[src/rtl/core/crs_pkg.sv]
// Package: types, constants and codes of the cutdown release sequencer.
package crs_pkg;

  // Timer reload width and countdown width (one extra bit for the wrap).
  localparam int unsigned TIMER_BITS = 12;
  localparam int unsigned CNT_BITS   = TIMER_BITS + 1;

  // Configuration port geometry.
  localparam int unsigned ADDR_BITS  = 5;
  localparam int unsigned DATA_BITS  = 32;
  localparam int unsigned IDX_BITS   = ADDR_BITS - 2;

  // Register indexes.
  localparam logic [IDX_BITS-1:0] REG_CHANNEL_REVERSED = 3'd0;
  localparam logic [IDX_BITS-1:0] REG_PULSE_THRESHOLD  = 3'd1;
  localparam logic [IDX_BITS-1:0] REG_TRIGGER_MODE     = 3'd2;
  localparam logic [IDX_BITS-1:0] REG_CONFIRM_TICKS    = 3'd3;
  localparam logic [IDX_BITS-1:0] REG_PULSE_TICKS      = 3'd4;

  // Register reset values.
  localparam logic [15:0]           THRESH_RESET  = 16'd3000;
  localparam logic [TIMER_BITS-1:0] CONFIRM_RESET = TIMER_BITS'(20);
  localparam logic [TIMER_BITS-1:0] PULSE_RESET   = TIMER_BITS'(120);

  // Phase codes.
  localparam logic [2:0] PH_ASCENT  = 3'd0;
  localparam logic [2:0] PH_CONFIRM = 3'd1;
  localparam logic [2:0] PH_FIRING  = 3'd2;
  localparam logic [2:0] PH_END     = 3'd3;
  localparam logic [2:0] PH_WAIT    = 3'd4;

  typedef struct packed {
    logic                  channel_reversed;
    logic [15:0]           pulse_threshold;
    logic                  trigger_mode;
    logic [TIMER_BITS-1:0] confirm_ticks;
    logic [TIMER_BITS-1:0] pulse_ticks;
  } cfg_t;

  typedef struct packed {
    logic [15:0] pulse_width;
    logic        radio_present;
  } in_item_t;

  typedef struct packed {
    logic       fire_out;
    logic       led_level;
    logic [2:0] phase;
    logic       manual_command;
  } out_item_t;

endpackage

[src/rtl/core/crs_cfg_regs.sv]
// Configuration register file with an APB-style write and read port.
module crs_cfg_regs
  import crs_pkg::*;
(
  input  logic                 clk_i,
  input  logic                 rst_ni,
  input  logic                 psel_i,
  input  logic                 penable_i,
  input  logic                 pwrite_i,
  input  logic [ADDR_BITS-1:0] paddr_i,
  input  logic [DATA_BITS-1:0] pwdata_i,
  output logic [DATA_BITS-1:0] prdata_o,
  output logic                 pready_o,
  output cfg_t                 cfg_o
);

  cfg_t                cfg_q;
  logic                wr_en;
  logic [IDX_BITS-1:0] idx;

  assign pready_o = 1'b1;
  assign idx      = paddr_i[ADDR_BITS-1:2];
  assign wr_en    = psel_i & penable_i & pwrite_i;

  // Write the addressed register; drop writes beyond the list
  always_ff @(posedge clk_i or negedge rst_ni) begin
    if (!rst_ni) begin
      cfg_q.channel_reversed <= 1'b0;
      cfg_q.pulse_threshold  <= THRESH_RESET;
      cfg_q.trigger_mode     <= 1'b0;
      cfg_q.confirm_ticks    <= CONFIRM_RESET;
      cfg_q.pulse_ticks      <= PULSE_RESET;
    end else if (wr_en) begin
      case (idx)
        REG_CHANNEL_REVERSED: cfg_q.channel_reversed <= pwdata_i[0];
        REG_PULSE_THRESHOLD:  cfg_q.pulse_threshold  <= pwdata_i[15:0];
        REG_TRIGGER_MODE:     cfg_q.trigger_mode     <= pwdata_i[0];
        REG_CONFIRM_TICKS:    cfg_q.confirm_ticks    <= pwdata_i[TIMER_BITS-1:0];
        REG_PULSE_TICKS:      cfg_q.pulse_ticks      <= pwdata_i[TIMER_BITS-1:0];
        default: ;
      endcase
    end
  end

  // Return the addressed register on a read
  always_comb begin
    prdata_o = '0;
    case (idx)
      REG_CHANNEL_REVERSED: prdata_o = DATA_BITS'(cfg_q.channel_reversed);
      REG_PULSE_THRESHOLD:  prdata_o = DATA_BITS'(cfg_q.pulse_threshold);
      REG_TRIGGER_MODE:     prdata_o = DATA_BITS'(cfg_q.trigger_mode);
      REG_CONFIRM_TICKS:    prdata_o = DATA_BITS'(cfg_q.confirm_ticks);
      REG_PULSE_TICKS:      prdata_o = DATA_BITS'(cfg_q.pulse_ticks);
      default:              prdata_o = '0;
    endcase
  end

  assign cfg_o = cfg_q;

endmodule

[src/rtl/core/crs_seq.sv]
// Phase machine: command decode, trigger, countdown, LED and firing output.
module crs_seq
  import crs_pkg::*;
(
  input  logic      clk_i,
  input  logic      rst_ni,
  input  logic      adv_i,
  input  in_item_t  item_i,
  input  cfg_t      cfg_i,
  output out_item_t res_o
);

  logic [2:0]          phase_q, phase_d;
  logic [CNT_BITS-1:0] cnt_q, cnt_d;
  logic                led_q, led_d;
  logic                fire_q, fire_d;
  logic                manual;
  logic                trig;
  logic                cnt_zero;
  logic [CNT_BITS-1:0] cnt_dec;
  logic [CNT_BITS-1:0] reload_confirm;
  logic [CNT_BITS-1:0] reload_pulse;

  // Decode the manual command and form the trigger
  always_comb begin
    manual = (item_i.pulse_width > cfg_i.pulse_threshold) ^ cfg_i.channel_reversed;
    if (cfg_i.trigger_mode) begin
      trig = manual & item_i.radio_present;
    end else begin
      trig = manual | ~item_i.radio_present;
    end
  end

  assign cnt_zero       = (cnt_q == '0);
  assign cnt_dec        = cnt_q - CNT_BITS'(1);
  assign reload_confirm = {1'b0, cfg_i.confirm_ticks};
  assign reload_pulse   = {1'b0, cfg_i.pulse_ticks};

  // Advance the phase machine by one tick
  always_comb begin
    phase_d = phase_q;
    cnt_d   = cnt_q;
    led_d   = led_q;
    fire_d  = fire_q;
    case (phase_q)
      PH_CONFIRM: begin
        if (trig) begin
          led_d = ~led_q;
          if (cnt_zero) begin
            cnt_d   = reload_pulse;
            phase_d = PH_FIRING;
          end else begin
            cnt_d = cnt_dec;
          end
        end else begin
          led_d   = 1'b0;
          cnt_d   = reload_confirm;
          phase_d = PH_ASCENT;
        end
      end
      PH_FIRING: begin
        led_d  = 1'b1;
        fire_d = 1'b1;
        cnt_d  = cnt_dec;
        if (cnt_zero) begin
          phase_d = PH_END;
        end
      end
      PH_END: begin
        led_d  = 1'b0;
        fire_d = 1'b0;
        if (!trig) begin
          cnt_d   = reload_confirm;
          phase_d = PH_WAIT;
        end
      end
      PH_WAIT: begin
        if (manual) begin
          phase_d = PH_CONFIRM;
        end else begin
          cnt_d = reload_confirm;
        end
      end
      default: begin
        // Ascent, and unused codes that behave as ascent
        if (trig) begin
          phase_d = PH_CONFIRM;
        end else begin
          phase_d = PH_ASCENT;
          cnt_d   = reload_confirm;
        end
      end
    endcase
  end

  // Hold state until a tick is processed
  always_ff @(posedge clk_i or negedge rst_ni) begin
    if (!rst_ni) begin
      phase_q <= PH_ASCENT;
      cnt_q   <= {1'b0, CONFIRM_RESET};
      led_q   <= 1'b0;
      fire_q  <= 1'b0;
    end else if (adv_i) begin
      phase_q <= phase_d;
      cnt_q   <= cnt_d;
      led_q   <= led_d;
      fire_q  <= fire_d;
    end
  end

  assign res_o.fire_out       = fire_d;
  assign res_o.led_level      = led_d;
  assign res_o.phase          = phase_d;
  assign res_o.manual_command = manual;

endmodule

[src/rtl/core/cutdown_release_sequencer_core.sv]
// Top level of the cutdown release sequencer: input register, phase machine, result register.
//
// One tick item is accepted per clock cycle while the result side is not stalled, with no
// gap needed between ticks. An accepted tick waits in the input register. When the result
// register is free, the phase machine updates its state and the result register captures
// the values after the tick at the same edge, so the result is offered from that register.
// A stalled result holds the result register and, once the input register is
// also full, the input channel stalls in the same cycle. Configuration is an
// APB-style port with registers at byte addresses 0, 4, 8, 12 and 16.
module cutdown_release_sequencer_core
  import crs_pkg::*;
(
  input  logic                 clk_i,
  input  logic                 rst_ni,
  input  logic                 in_valid_i,
  output logic                 in_stall_o,
  input  in_item_t             in_data_i,
  output logic                 out_valid_o,
  input  logic                 out_stall_i,
  output out_item_t            out_data_o,
  input  logic                 psel,
  input  logic                 penable,
  input  logic                 pwrite,
  input  logic [ADDR_BITS-1:0] paddr,
  input  logic [DATA_BITS-1:0] pwdata,
  output logic [DATA_BITS-1:0] prdata,
  output logic                 pready
);

  cfg_t      cfg;
  in_item_t  in_q;
  logic      in_valid_q;
  out_item_t out_q;
  logic      out_valid_q;
  out_item_t res;
  logic      out_free;
  logic      adv;
  logic      in_take;

  crs_cfg_regs u_cfg (
    .clk_i     (clk_i),
    .rst_ni    (rst_ni),
    .psel_i    (psel),
    .penable_i (penable),
    .pwrite_i  (pwrite),
    .paddr_i   (paddr),
    .pwdata_i  (pwdata),
    .prdata_o  (prdata),
    .pready_o  (pready),
    .cfg_o     (cfg)
  );

  // Pipeline control: the result register frees when empty or transferred
  assign out_free   = ~out_valid_q | ~out_stall_i;
  assign adv        = in_valid_q & out_free;
  assign in_stall_o = in_valid_q & ~out_free;
  assign in_take    = in_valid_i & ~in_stall_o;

  // Input register
  always_ff @(posedge clk_i or negedge rst_ni) begin
    if (!rst_ni) begin
      in_valid_q <= 1'b0;
    end else if (out_free | ~in_valid_q) begin
      in_valid_q <= in_valid_i;
    end
  end

  always_ff @(posedge clk_i) begin
    if (in_take) begin
      in_q <= in_data_i;
    end
  end

  crs_seq u_seq (
    .clk_i  (clk_i),
    .rst_ni (rst_ni),
    .adv_i  (adv),
    .item_i (in_q),
    .cfg_i  (cfg),
    .res_o  (res)
  );

  // Result register
  always_ff @(posedge clk_i or negedge rst_ni) begin
    if (!rst_ni) begin
      out_valid_q <= 1'b0;
    end else if (out_free) begin
      out_valid_q <= in_valid_q;
    end
  end

  always_ff @(posedge clk_i) begin
    if (adv) begin
      out_q <= res;
    end
  end

  assign out_valid_o = out_valid_q;
  assign out_data_o  = out_q;

  // A processed tick always lands in the result register
  a_adv_lands : assert property (@(posedge clk_i) disable iff (!rst_ni)
    adv |=> out_valid_q)
    else $error("processed tick did not reach the result register");

  // The release output is driven only in firing or end
  a_fire_phase : assert property (@(posedge clk_i) disable iff (!rst_ni)
    (out_valid_q && out_q.fire_out) |-> (out_q.phase == PH_FIRING || out_q.phase == PH_END))
    else $error("release output high outside firing or end");

  // The release output is never driven with the LED off
  a_fire_led : assert property (@(posedge clk_i) disable iff (!rst_ni)
    (out_valid_q && out_q.fire_out) |-> out_q.led_level)
    else $error("release output high with the LED off");

  // The input side stalls only while a tick waits in the input register
  a_stall_held : assert property (@(posedge clk_i) disable iff (!rst_ni)
    in_stall_o |-> (in_valid_q && out_valid_q))
    else $error("input stalled with room in the pipeline");

endmodule

[config.mk]
export PLATFORM = sky130hd
export DESIGN_NAME = cutdown_release_sequencer_core
export DESIGN_NICKNAME = d
export VERILOG_FILES = /design/src/rtl/core/crs_pkg.sv /design/src/rtl/core/crs_cfg_regs.sv /design/src/rtl/core/crs_seq.sv /design/src/rtl/core/cutdown_release_sequencer_core.sv
export SDC_FILE = /design/constraint.sdc
export NUM_CORES = 1
export LEC_CHECK = 0
export BUFFER_PORTS_ARGS = -buffer_cell sky130_fd_sc_hd__buf_2
export CORE_MARGIN = 1.5
export CORE_UTILIZATION = 40
export CTS_BUF_LIST = sky130_fd_sc_hd__clkbuf_4
export CTS_CLUSTER_SIZE = 24
export DETAILED_ROUTE_END_ITERATION = 8
export GPL_TIMING_DRIVEN = 0
export HOLD_SLACK_MARGIN = 0.06
export SYNTH_ARGS = -nofsm -noshare
export SYNTH_HDL_FRONTEND = slang
export SYNTH_SLANG_ARGS = --single-unit
[constraint.sdc]
create_clock -name clk_i -period 5.8 [get_ports clk_i]
set_clock_uncertainty 0.2 [all_clocks]
set_input_delay 0 -clock clk_i [delete_from_list [all_inputs] [get_ports clk_i]]
set_output_delay 0 -clock clk_i [all_outputs]
set_load 0.02 [all_outputs]
# Word-level counts from Yosys, hierarchy flattened
# Cells that the tools add are included.
totals:
  regBits: 85
  out_inout_bits: 41
  word_cells: 71
op_classes:
  addsub: 1
  magnitude_cmp: 1
  eq_ne: 10
  mux: 17
  bitwise_logic: 17
  n_reduce_logical: 8
op_table:
  columns: ["operator", "count"]
  rows:
  - ["$pmux 16 s5", 1]
  - ["$mux 13", 4]
  - ["$pmux 13 s3", 1]
  - ["$gt 16x16->1", 1]
  - ["$mux 3", 5]
  - ["$logic_not 13->1", 1]
  - ["$sub 13x1->13 const B", 1]
  - ["$eq 3x2->1 const B", 4]
  - ["$pmux 3 s4", 1]
  - ["$reduce_and 2->1", 5]
  - ["$not 1->1", 7]
  - ["$and 1x1->1", 6]
  - ["$eq 3x1->1 const B", 2]
  - ["$eq 3x3->1 const B", 2]
  - ["$ne 4x4->1 const B", 1]
  - ["$logic_not 3->1", 1]
  - ["$mux 1", 3]
  - ["$or 1x1->1", 3]
  - ["$pmux 1 s3", 1]
  - ["$reduce_and 3->1", 1]
  - ["$ne 2x2->1 const B", 1]
  - ["$pmux 1 s2", 1]
  - ["$xor 1x1->1", 1]

# Longest topological paths before layout
logic_depth:
  depth_word: 6
  mapped_depth: 11

# Cells and area by module
# From an unflattened synthesis, not the netlist that was laid out.
unflattened:
  hier_cells: 439
  hier_area_um2: 4894.7
by_module_without_submodules:
  columns: ["module", "instances", "cells_per_inst", "area_each_um2", "seq_area_each_um2"]
  rows:
  - ["crs_cfg_regs", 1, 164, 2127.0, 1067.3]
  - ["crs_seq", 1, 244, 1984.4, 452.9]
  - ["cutdown_release_sequencer_core", 1, 31, 783.3, 740.7]

# Worst setup path before layout
# Ideal clock, no wire load.
synth_timing:
  path_kind: "register -> register"
  startpoint: "register u_cfg.cfg_q, in the netlist u_cfg.cfg_o[36]"
  endpoint: "register u_seq.cnt_q[0]"
  setup_time_ps: 125
  arrival_ps: 2666
  setup_slack_ps: 2809
  stages_incl_launch_ff: 10
  synth_period_minus_slack_ps: 2991
  path_cell_list: "dfstp_2 > inv_1 > ha_1 > nand4_1 > nor4_4 > nor2_2 > a221oi_2 > nand4_4 > o21ai_4 > mux2_2"
synth_via:
  elab_chain_cells: 6
  word_cells_on_any_way: 10
  classes_between: "order compare: 1; eq/ne: 2; mux: 3; bitwise: 3; reduce/logical: 1"
synth_rtl:
  columns: ["element", "line", "text"]
  rows:
  - ["start: declaration", "crs_cfg_regs.sv:17", "cfg_t cfg_q;"]
  - ["$gt 16x16->1 (*)", "crs_seq.sv:26", "manual = (item_i.pulse_width > cfg_i.pulse_threshold) ^ cfg_i.channel_reversed;"]
  - ["$xor 1x1->1 (*)", "crs_seq.sv:26", null]
  - ["$or 1x1->1 / $and 1x1->1 (equally long branches)", "crs_seq.sv:30, crs_seq.sv:28", null]
  - ["$mux 1", "crs_seq.sv:27", "if (cfg_i.trigger_mode) begin"]
  - ["$ne 4x4->1 (no source line) / $mux 13 (equally long branches)", null, null]
  - ["$reduce_and 3->1 (no source line) / $pmux 13 s3 (equally long branches)", null, null]
  - ["end signal: assignment", "crs_seq.sv:100", "cnt_q <= {1'b0, CONFIRM_RESET};"]
  - ["end signal: assignment", "crs_seq.sv:105", "cnt_q <= cnt_d;"]
  - ["end: declaration", "crs_seq.sv:14", "logic [CNT_BITS-1:0] cnt_q, cnt_d;"]
# Every way passes the cells marked *; elsewhere a longest branch is shown, timed or not.
# A chain may end at the register's enable or synchronous reset.

# Worst setup path after layout
layout_timing:
  startpoint: "register u_cfg.cfg_q, in the netlist u_cfg.cfg_o[36]"
  endpoint: "register u_seq.cnt_q[7]"
# The elaborated chain is that of the path after synthesis.

==> metrics <==
status complete, no violations; WL/cell 16.5 um; # fillers a little over 1000; worst-path cell chain inv_1 > ha_1 > nand4_1 > nor4_4 > nor2_2 > a221oi_2 > nand4b_1 > and2_1 > buf_6 > a221oi_1 > o21ai_1; chip width approximately 110 um; HPWL after detailed placement 8700 um; switching share of power 38.5%; Die Y approximately 110 um; RSZ-0062 raised after global routing false; hold depth 3; HP Class primary input to flip-flop; WP data arrival 3.52 ns; Leak Pwr 2.77 nW; synth top area cells dfrtp_1 25%, edfxtp_1 14%, mux2_2 11%, dfstp_2 8.2%, ha_1 4.5%; ys async rst share between 70 and 80%; Register Area roughly 2300 um2; CP peak stage delay 0.57 ns; first-pass GRT wire length 19900 um; clk slew on worst S/H paths 0.15 ns; area grow syn2layout 29.7%; top_reg_cell synth dfrtp_1; cell accounting for the most synthesized area dfrtp_1; die area approximately 13000 um2; buffer depth of the longest clock path 2; Worst setup EP type flip-flop; Period minus WS final ~3.4 ns; combinational share of power 40.9%; 1st-pass router iterations 6; Fin. Hold Viols 0; Rel. slew slack a little under half; synthesized area between 4000 and 5000 um2; Synth Instances between 400 and 500; r2r endpoint u_seq.cnt_q[7]; Routability Congestion ~0.86; grt total ovfl 0; CTS resizes 0; Iteration-0 DRC Markers 220; fin crit share about 58%; post-synth cell types 59; CTS root buf clkbuf_4; Worst Max-Slew Pin Slew 0.787 ns; IO Port Bufs 66; Fmax achieved between 200 and 300 MHz; Pins Over Slew Limit 0; final wirelength around 12000 um; hold worst-path end u_cfg.cfg_o[38]; vias per cell ~5.1; # IOs around 100; Num CTS Buffers 9; FP Rows 39; min-delay src pwdata[13]; CP Max Fanout 10; Nets 685; layout cells sized above 1 between 20 and 30%; Clk pwr share about 19%; Slowest-stage cell, CP dfstp_2; H-tree depth 3; DR DRC count 0; Clock Latency Late Sink approximately 0.46 ns; PD cells ~350 nW/um2; Critical Path RT between 5 and 6 ns; max_cap viols 0; Post-CTS Setup Inserts 0; Startpoint Class flip-flop; multi-input logic area roughly 2300 um2; Avg Inst Size Synth 10.7 um2; Initial Util 41.5%; Final Setup Violations 0; ant diodes 0; TNS Setup 0 ns; reg2reg setup slack approximately 2.4 ns; Peak VDD IR 0.162 mV; Critical Setup Path Class flip-flop to flip-flop; largest net degree at the start of global routing 48; Vias around 3800; post-synth top area share between 20% and 30%; register area share after synthesis 47.3%; gr usage total between 20% and 30%; Switch Pwr 0.839 mW; CTS Sinks 85; vias in the first global route roughly 3800; Worst R2R Path Depth 11; EDFF count, synth 23; core area between 10000 and 15000 um2; Min Hold Slack 0.0926 ns; Final ANT Viol Nets 0; synthesized flop and latch total 85; FF-to-FF Start u_cfg.cfg_o[36]; Sequential Power Share between 40% and 50%; Synth Warn # 0; CTS tree done; Cell Int Power roughly 1.3 mW; initial antenna violation count 0
-- sequential cells by signal (all words and copies together) (netlist names) --
signal	flops
u_cfg.cfg_o	42
in_q	17
u_seq.cnt_q	13
out_data_o	6
u_seq.phase_q	3
in_valid_q	1
out_valid_o	1
u_seq.fire_q	1
u_seq.led_q	1
-- critical path: cells and delay by family (launching register included) --
family                   cells  cell delay (ns)
flip-flops                   1             0.57
buffers and inverters        2             0.21
adder cells (fa/ha/maj)      1             0.32
AND/OR/NAND/NOR              5             1.15
AO/OA/AOI/OAI                3             0.80
-- worst max-delay path by stage --
stage	startpoint	end	slack (ns)	cells after the start
finish	u_cfg.cfg_o[36]	u_seq.cnt_q[7]	2.44	11
global route	u_cfg.cfg_o[36]	u_seq.cnt_q[7]	2.19	11
CTS	u_cfg.cfg_o[36]	u_seq.cnt_q[7]	2.40	11
detailed placement	u_cfg.cfg_o[36]	u_seq.cnt_q[7]	2.41	11
global placement	u_cfg.cfg_o[36]	u_seq.cnt_q[1]	2.47	11
floorplan	u_cfg.cfg_o[36]	u_seq.cnt_q[0]	2.81	9
-- synth_stat cells, types with 2 or more instances --
master and number:
inv_1 24, o21bai_1 2, nor3b_1 3, ha_1 17, buf_6 2, nand3_1 4, nand2b_1 5, xnor2_1 6
nand2_1 45, dfstp_2 15, conb_1 2, a221oi_1 2, buf_1 4, nor3_1 10, mux2i_1 17, nor2_1 22
nand4_1 6, xor2_1 4, o21ai_1 3, clkbuf_1 10, edfxtp_1 23, or3_1 4, buf_2 2, o22ai_1 7
a21o_1 2, or4_1 2, nor4_1 6, or2_2 3, nand4_4 2, and2_1 3, mux2_2 46, a21oi_1 19
dfrtp_1 47, o21a_1 2, nor2b_1 2, a31oi_1 3, o21ai_0 32, buf_4 18, a221oi_2 2
-- cell families after synthesis --
family | share of synthesized area (%)
other | 0.157
adder cells (fa/ha/maj) | 4.45
flip-flops | 47.3
AND/OR/NAND/NOR | 13.9
AO/OA/AOI/OAI | 11.4
multiplexers | 14.4
XOR/XNOR | 1.83
buffers and inverters | 6.57
-- through the flow --
| step | setup WS (ns) | instance area [um2] | util, % | power (mW) | cells |
|---|---|---|---|---|---|
| CTS | 2.40 | 6200 | 53.8 | 2.19 | 755 |
| detailed placement | 2.41 | 5350 | 46.4 | 1.74 | 672 |
| finish | 2.44 | 6200 | 53.8 | 2.18 | 755 |
| global route | 2.19 | 6200 | 53.8 | 2.34 | 755 |
| global placement | 2.47 | 5350 | 46.4 | 1.72 | 672 |
| floorplan | 2.81 | 4840 | - | 1.52 | 463 |
-- repair_timing --
action                                  CTS  global route
endpoints found under the setup margin    0             0
hold endpoints to repair                132             0
hold buffers                             67             0
-- final cells by class --
class / count / area share, %
Multi-Input combinational cell: 317 / 36.5
Timing Repair Buffer: 133 / 16.5
Sequential cell: 85 / 36.5
Buffer: 36 / 3.55
Clock inverter: 7 / 1.55
Tap cell: 143 / 2.89
Inverter: 25 / 1.51
Clock buffer: 9 / 1.09
-- power by group through the flow --
stage	registers, mW	clock network, mW	logic [mW]
after global routing	0.903	0.441	0.991
after global placement	0.888	0	0.828
final	0.884	0.404	0.893
after detailed placement	0.894	0	0.851
after CTS	0.883	0.414	0.894
after floorplan	0.871	0	0.647
-- placed cells by master, fill, tap and decap left out, types with 3 or more instances in the layout --
cell type	Yosys	layout
a21oi_1	19	19
mux2i_1	17	17
xor2_1	4	4
nand2_1	45	45
ha_1	17	17
conb_1	2	17
or3_1	4	4
inv_6	0	3
o21ai_0	32	32
mux2_2	46	46
dfstp_2	15	15
o21ai_1	3	3
dfrtp_1	47	47
buf_1	4	4
clkbuf_4	0	9
buf_2	2	67
buf_4	18	19
a31oi_1	3	3
nand4_1	6	6
nor4_1	6	6
nand2b_1	5	5
edfxtp_1	23	23
xnor2_1	6	6
dlygate4sd3_1	0	66
nand3_1	4	4
and2_1	3	3
inv_1	24	24
clkbuf_1	10	10
o22ai_1	7	7
nor3_1	10	10
or2_2	3	3
nor3b_1	3	3
nor2_1	22	22
-- metal layers --
layer	global-route usage [%]	wire length, um
met5	0	0
met4	6.41	193
met3	3.62	415
met2	35.3	6220
met1	26.3	5600
No activity file was read; power rests on OpenSTA's default activity.
